`src/rtl/core/ftq_pkg.sv`:
```
// Shared constants, codes and helpers for the framed transmit queue.
`default_nettype none

package ftq_pkg;

    localparam logic OP_PUT   = 1'b0;
    localparam logic OP_DRAIN = 1'b1;

    localparam logic [7:0] MARK_OPEN  = 8'h3E;
    localparam logic [7:0] MARK_CLOSE = 8'h3C;
    localparam logic [7:0] ASCII_ZERO = 8'h30;
    localparam logic [7:0] ASCII_A    = 8'h41;
    localparam logic [3:0] DIGIT_MAX  = 4'd9;

    localparam int TDATA_W = 24;
    localparam int TUSER_W = 2;

    // Upper-case hex digit of a nibble.
    function automatic logic [7:0] hex_digit(input logic [3:0] nib);
        logic [7:0] digit;
        if (nib <= DIGIT_MAX) begin
            digit = ASCII_ZERO + {4'd0, nib};
        end else begin
            digit = ASCII_A + {4'd0, nib} - 8'd10;
        end
        return digit;
    endfunction

endpackage

`default_nettype wire

```
`src/rtl/core/ftq_ram.sv`:
```
// Generic single-clock RAM, one write port and one registered read port.
`default_nettype none

module ftq_ram #(
    parameter int DATA_W = 8,
    parameter int DEPTH  = 256
) (
    input  wire logic                      aclk,
    input  wire logic                      wr_en,
    input  wire logic [$clog2(DEPTH)-1:0]  wr_addr,
    input  wire logic [DATA_W-1:0]         wr_data,
    input  wire logic [$clog2(DEPTH)-1:0]  rd_addr,
    output logic      [DATA_W-1:0]         rd_data
);

    logic [DATA_W-1:0] mem [DEPTH];

    always_ff @(posedge aclk) begin
        if (wr_en) begin
            mem[wr_addr] <= wr_data;
        end
        rd_data <= mem[rd_addr];
    end

endmodule

`default_nettype wire

```
`src/rtl/core/framed_tx_queue_xor_checksum.sv`:
```
// Framed transmit queue: ring buffer with XOR checksum framing, top level.
//
// Input channel s_*: s_tuser is the op (0 = put s_tdata[7:0], 1 = drain).
// Result channel m_*: one result item per input item, in order.
// A put queues the character; '>' clears the running XOR checksum, '<' is
// queued followed by two upper-case hex digits of the checksum, and any other
// character is XORed into it. A put that lacks room (3 entries for '<',
// 1 otherwise) is refused whole and reports status 1. A drain pops the oldest
// byte if one is queued. Each result carries free space and a pending flag.
// Timing: one item in flight. A plain or refused put and an empty drain go
// from acceptance to the done state and then to the result register; a
// popping drain first passes the RAM read state, a '<' put the two hex-digit
// states (one queue write per cycle through the single RAM write port).
// s_tready is high only while the controller is idle; the result register
// lets the next item be accepted while a result still waits on m_tready.
// When the receiver stalls, the finished item holds in the done state until
// the result register drains.
// Reset (aresetn low, synchronous) empties the queue and clears the checksum;
// the RAM contents are not cleared and need no clearing pass.
`default_nettype none

module framed_tx_queue_xor_checksum #(
    parameter int QUEUE_DEPTH = 256
) (
    input  wire logic                            aclk,
    input  wire logic                            aresetn,
    input  wire logic                            s_tvalid,
    output logic                                 s_tready,
    input  wire logic [7:0]                      s_tdata,   // [7:0] char_in
    input  wire logic                            s_tuser,   // [0] op
    output logic                                 m_tvalid,
    input  wire logic                            m_tready,
    // [7:0] tx_byte, [15:8] free_space, [16] pending, [23:17] zero
    output logic [ftq_pkg::TDATA_W-1:0]          m_tdata,
    // [0] tx_valid, [1] status
    output logic [ftq_pkg::TUSER_W-1:0]          m_tuser
);

    localparam int PTR_W = $clog2(QUEUE_DEPTH);
    localparam logic [PTR_W-1:0] LAST_IDX = PTR_W'(QUEUE_DEPTH - 1);
    localparam logic [PTR_W:0]   DEPTH_EXT = (PTR_W+1)'(QUEUE_DEPTH);

    typedef enum logic [2:0] {
        ST_IDLE,
        ST_HEX_HI,
        ST_HEX_LO,
        ST_READ,
        ST_DONE
    } state_t;

    state_t     state_reg, state_next;
    logic [PTR_W-1:0] wp_reg, wp_next;
    logic [PTR_W-1:0] rp_reg, rp_next;
    logic [7:0] cs_reg, cs_next;
    logic [7:0] byte_reg, byte_next;
    logic       txv_reg, txv_next;
    logic       status_reg, status_next;
    logic       m_tvalid_reg, m_tvalid_next;
    logic [ftq_pkg::TDATA_W-1:0] m_tdata_reg, m_tdata_next;
    logic [ftq_pkg::TUSER_W-1:0] m_tuser_reg, m_tuser_next;

    logic             ram_we;
    logic [7:0]       ram_wdata;
    logic [7:0]       ram_rdata;
    logic [PTR_W:0]   diff;
    logic [PTR_W-1:0] used;
    logic [PTR_W-1:0] free_cnt;
    logic             accept;
    logic             out_free;
    logic             need_three;
    logic             room_ok;

    ftq_ram #(
        .DATA_W (8),
        .DEPTH  (QUEUE_DEPTH)
    ) u_ram (
        .aclk    (aclk),
        .wr_en   (ram_we),
        .wr_addr (wp_reg),
        .wr_data (ram_wdata),
        .rd_addr (rp_reg),
        .rd_data (ram_rdata)
    );

    function automatic logic [PTR_W-1:0] advance(input logic [PTR_W-1:0] p);
        return (p == LAST_IDX) ? '0 : p + 1'b1;
    endfunction

    always_comb begin
        diff = {1'b0, wp_reg} - {1'b0, rp_reg};
        if (wp_reg < rp_reg) begin
            diff = diff + DEPTH_EXT;
        end
        used     = diff[PTR_W-1:0];
        free_cnt = LAST_IDX - used;
    end

    assign s_tready   = (state_reg == ST_IDLE);
    assign accept     = s_tvalid && s_tready;
    assign out_free   = !m_tvalid_reg || m_tready;
    assign need_three = (s_tdata == ftq_pkg::MARK_CLOSE);
    assign room_ok    = need_three ? (free_cnt >= PTR_W'(3)) : (free_cnt != '0);

    always_comb begin
        state_next    = state_reg;
        wp_next       = wp_reg;
        rp_next       = rp_reg;
        cs_next       = cs_reg;
        byte_next     = byte_reg;
        txv_next      = txv_reg;
        status_next   = status_reg;
        m_tvalid_next = m_tvalid_reg;
        m_tdata_next  = m_tdata_reg;
        m_tuser_next  = m_tuser_reg;
        ram_we        = 1'b0;
        ram_wdata     = s_tdata;

        if (m_tvalid_reg && m_tready) begin
            m_tvalid_next = 1'b0;
        end

        unique case (state_reg)
            ST_IDLE: begin
                if (accept) begin
                    byte_next   = '0;
                    txv_next    = 1'b0;
                    status_next = 1'b0;
                    state_next  = ST_DONE;
                    if (s_tuser == ftq_pkg::OP_DRAIN) begin
                        if (used != '0) begin
                            state_next = ST_READ;
                        end
                    end else if (!room_ok) begin
                        status_next = 1'b1;
                    end else begin
                        ram_we  = 1'b1;
                        wp_next = advance(wp_reg);
                        if (s_tdata == ftq_pkg::MARK_OPEN) begin
                            cs_next = '0;
                        end else if (need_three) begin
                            state_next = ST_HEX_HI;
                        end else begin
                            cs_next = cs_reg ^ s_tdata;
                        end
                    end
                end
            end
            ST_HEX_HI: begin
                ram_we     = 1'b1;
                ram_wdata  = ftq_pkg::hex_digit(cs_reg[7:4]);
                wp_next    = advance(wp_reg);
                state_next = ST_HEX_LO;
            end
            ST_HEX_LO: begin
                ram_we     = 1'b1;
                ram_wdata  = ftq_pkg::hex_digit(cs_reg[3:0]);
                wp_next    = advance(wp_reg);
                state_next = ST_DONE;
            end
            ST_READ: begin
                byte_next  = ram_rdata;
                txv_next   = 1'b1;
                rp_next    = advance(rp_reg);
                state_next = ST_DONE;
            end
            ST_DONE: begin
                if (out_free) begin
                    m_tvalid_next = 1'b1;
                    m_tdata_next  = {7'd0, (used != '0), 8'(free_cnt), byte_reg};
                    m_tuser_next  = {status_reg, txv_reg};
                    state_next    = ST_IDLE;
                end
            end
            default: begin
                state_next = ST_IDLE;
            end
        endcase
    end

    always_ff @(posedge aclk) begin
        if (!aresetn) begin
            state_reg    <= ST_IDLE;
            wp_reg       <= '0;
            rp_reg       <= '0;
            cs_reg       <= '0;
            m_tvalid_reg <= 1'b0;
        end else begin
            state_reg    <= state_next;
            wp_reg       <= wp_next;
            rp_reg       <= rp_next;
            cs_reg       <= cs_next;
            m_tvalid_reg <= m_tvalid_next;
        end
        byte_reg    <= byte_next;
        txv_reg     <= txv_next;
        status_reg  <= status_next;
        m_tdata_reg <= m_tdata_next;
        m_tuser_reg <= m_tuser_next;
    end

    assign m_tvalid = m_tvalid_reg;
    assign m_tdata  = m_tdata_reg;
    assign m_tuser  = m_tuser_reg;

    // A popped byte and a refused put never appear in one result.
    assert property (@(posedge aclk) disable iff (!aresetn)
        m_tvalid |-> !(m_tuser[0] && m_tuser[1]))
        else $error("result flags both popped and refused");

    // An empty queue reports full free space.
    assert property (@(posedge aclk) disable iff (!aresetn)
        (m_tvalid && !m_tdata[16]) |-> (m_tdata[15:8] == 8'(LAST_IDX)))
        else $error("empty queue with wrong free space");

    // A refused put only happens when fewer than three entries are free.
    assert property (@(posedge aclk) disable iff (!aresetn)
        (m_tvalid && m_tuser[1]) |-> (m_tdata[15:8] < 8'd3))
        else $error("put refused with room available");

    // Queue writes never happen while a drain is reading or a finished item holds in the done state.
    assert property (@(posedge aclk) disable iff (!aresetn)
        ((state_reg == ST_READ) || (state_reg == ST_DONE)) |-> !ram_we)
        else $error("queue write outside put sequence");

    // Pointers stay inside the ring.
    assert property (@(posedge aclk) disable iff (!aresetn)
        (wp_reg <= LAST_IDX) && (rp_reg <= LAST_IDX))
        else $error("queue pointer out of range");

endmodule

`default_nettype wire
```
`config.mk`:
```
export PLATFORM = sky130hd
export DESIGN_NAME = framed_tx_queue_xor_checksum
export DESIGN_NICKNAME = d
export VERILOG_FILES = /design/src/rtl/core/ftq_pkg.sv /design/src/rtl/core/ftq_ram.sv /design/src/rtl/core/framed_tx_queue_xor_checksum.sv
export SDC_FILE = /design/constraint.sdc
export NUM_CORES = 2
export LEC_CHECK = 0
export BUFFER_PORTS_ARGS = -buffer_cell sky130_fd_sc_hd__buf_2
export CAP_MARGIN = 5
export CORE_MARGIN = 8
export CORE_UTILIZATION = 38
export CTS_CLUSTER_DIAMETER = 40
export CTS_CLUSTER_SIZE = 8
export DETAILED_ROUTE_END_ITERATION = 12
export PLACE_DENSITY_LB_ADDON = 0.15
export REMOVE_ABC_BUFFERS = 1
export SYNTH_ARGS = -nofsm -noshare
export SYNTH_HDL_FRONTEND = slang
export SYNTH_SLANG_ARGS = --single-unit
```
`constraint.sdc`:
```
create_clock -name aclk -period 17.69 [get_ports aclk]
set_clock_uncertainty 0.05 [all_clocks]
set_input_delay 0.8845 -clock aclk [delete_from_list [all_inputs] [get_ports aclk]]
set_output_delay 0.8845 -clock aclk [all_outputs]
set_load 0.05 [all_outputs]
```
==> impl_metrics.ini <==
[power_and_ir_drop]
intPower_uw = 9800
powerDensity_nw_per_um2 = 128
power_frac_comb = 0.031
p_clk_frac = 0.509
p_switching_uw = 2580
seqPwrFrac = 0.459
p_leak_uw = 0.0295
switching_share = 0.209
irDropWorstVdd_mv = 0.112

[yosys]
syn_inst = 3922
ys.flop_type = edfxtp_1
synth-seq-cells = 2113
synthesis.area_sq_um = 82200
ys_types = 74
synth_area_per_cell_sq_um = 21.0
synth-edff-count = 2077
seq_area_frac_synth = 0.768
synth_warnings = 0
synthArstFlopShare = 0

[sta]
finalCritPeriodShare = 0.309
finalSetupTns_ns = 0
min_period_ns = 5.47
worst_pin_slew_ns = 1.32
setup_viol = 0
clock.fmax_mhz = 183
setup_ws_ns = 12.22
slew_headroom = 0.115
hold_violations = 0
grt_setup_unrepaired = false
slew_viol_final = 0

[setup_path]
crit_start = rp_reg[0]
worstSetupPathType = reg -> reg
crit_fanout = 83
r2r-end = u_ram.rd_data[0]
required_ns = 18.42
worstReg2RegStart = rp_reg[0]
crit_buf_inv = 3
cp_top_family = buffers and inverters
cp-endpoint = u_ram.rd_data[0]
rr_worst_depth = 10
worstSetupStartpointType = register
critical_path_depth = 10
path_cells = buf_12 -> buf_4 -> buf_4 -> mux4_2 -> a22o_1 -> a221oi_1 -> o22ai_1 -> nor3_1 -> nor3_1 -> or4_1
cp.arrival_ns = 6.20
cpPeakStageDelay_ns = 0.76
cp_slowest_cell = buf_4
crit_path_end_kind = register
reg2reg_setup_slack_ns = 12.22

[cells_and_area]
layout_common_cells = edfxtp_1, mux4_2, clkbuf_16
drive_gt1_frac = 0.269
design_area_sq_um = 96600
fill_cells = 18139
nNetsFinal = 4212
final-seq-area_sq_um = 63100
largest_reg_flops = 2048
syn2layout_area_growth_pct = 17.5
final_common_cell = edfxtp_1
multi_input_area_sq_um = 18100

[floorplan]
initial_core_util = 0.383
die_h_um = 481
core_area_sq_um = 215000
row_count = 170
ioPinCount = 41
die_area_sq_um = 231000
fp.dieW_um = 481

[placed_design]
place_area_sq_um = 85800
dp_slack_ns = 12.08
dpl.hpwl_um = 141000
port_buffers = 33
gp_congestion = 0.799

[clock_network]
htree_levels = 5
cts_root_buffer = clkbuf_16
numCtsBuffers = 365
cts_hold_buf = 0
clockBufferDepth = 4
cts-resized-gates = 0
cts_tree = yes
clock_latency_ns = 0.92
clkTransAtPathRegs_ns = 0.05
numClockSinks = 2113
cts_setup_buffers = 0

[drt]
viasPerCell = 5.72
detailroute.via_count = 41242
wirelength_um = 237000
drc = 0
drt-initial-drc-count = 4469
wl_per_cell_um = 32.9
drt_pass1_iterations = 5
antenna_left = 0

[worst_hold_path]
min_path_type = in -> reg

[global_route]
grtUsageTotal = 0.202
antenna_found_initial = 4
grt_max_degree = 120
grt_pass1_vias = 42632
grt_pass1_wl_um = 334000
grt_overflow = 0

[job]
cap_violations = 0

[outcome]
status = finished, final reports clean
## layout make-up
| type | instances | share of cell area |
|---|---|---|
| well taps | 2838 | 0.0368 |
| flip-flops and latches | 2113 | 0.653 |
| clock buffers | 443 | 0.100 |
| clock inverters | 110 | 0.0113 |
| diodes | 1 | 0.0000259 |
| multi-input cells | 1550 | 0.187 |
| repair buffers | 127 | 0.0102 |
| inverters | 25 | 0.000998 |
## metal layers
layer	vias to the layer above	global-route usage	wire, um
met2	1522	0.324	113000
met3	440	0.0363	14200
met5	-	0	0
li1	16941	-	-
met1	22339	0.284	103000
met4	0	0.0626	7370
## worst register-to-register path: cells and delay by family (launching register included)
kind | cells | cell delay [ns]
AND/OR/NAND/NOR | 3 | 0.82
AO/OA/AOI/OAI | 3 | 1.00
buffers and inverters | 3 | 2.19
multiplexers | 1 | 0.62
flip-flops | 1 | 0.68
## power by group through the flow
stage          Clock [uW]  Combinational, uW  Sequential (uW)
6_report             6310                389             5690
5_1_grt              6620                419             5680
4_1_cts              6410                399             5690
3_5_place_dp            0                401             5780
3_3_place_gp            0                397             5780
2_1_floorplan           0                171             5890
## how the worst min path moves through the flow
| stage | start | cells past startpoint | endpoint |
|---|---|---|---|
| after floorplan | byte_reg[0] | 0 | m_tdata[0] |
| after global placement | u_ram.rd_data[6] | 1 | byte_reg[6] |
| after detailed placement | status_reg | 0 | m_tuser[1] |
| after CTS | s_tvalid | 3 | state_reg[2] |
| after global routing | s_tvalid | 3 | state_reg[2] |
| final | s_tvalid | 3 | state_reg[2] |
## synthesized netlist by cell type, drive strengths merged, types with 7 or more instances
library cell  count  area share
a21oi            58      0.0035
edfxtp         2077        0.76
a22oi            87      0.0079
inv              24      0.0011
o22ai            20      0.0015
o41ai             7     0.00084
mux2i            49      0.0060
clkbuf          111      0.0051
nor3             15     0.00091
buf             129      0.0089
and2             12     0.00091
dfxtp            36      0.0088
nor2            312       0.014
a221oi           48      0.0051
nor2b            18      0.0014
xnor2            18      0.0019
o21ai            48      0.0029
ha               17      0.0026
a211oi            9     0.00082
nand3            53      0.0047
mux4            518        0.14
nor4             12     0.00099
a31oi            15      0.0011
nand2            92      0.0042
a22o             30      0.0032
## per-stage QoR
step | utilization | total power, uW | hold slack (ns) | instances
6_report | 0.450 | 12400 | 0.235 | 7207
5_1_grt | 0.450 | 12700 | 0.220 | 7206
4_1_cts | 0.450 | 12500 | 0.151 | 7206
3_5_place_dp | 0.399 | 6180 | 0.412 | 6653
3_3_place_gp | 0.399 | 6180 | 0.442 | 6647
2_1_floorplan | - | 6060 | 0.350 | 3688
## cells by family after synthesis
group | synth area share
compound gates | 0.0332
flops | 0.768
mux | 0.149
fa+ha+maj | 0.00259
xor+xnor | 0.00224
other cells | 0.0000456
buf+inv | 0.0151
simple gates | 0.0306
No activity file was read; power rests on OpenSTA's default activity.
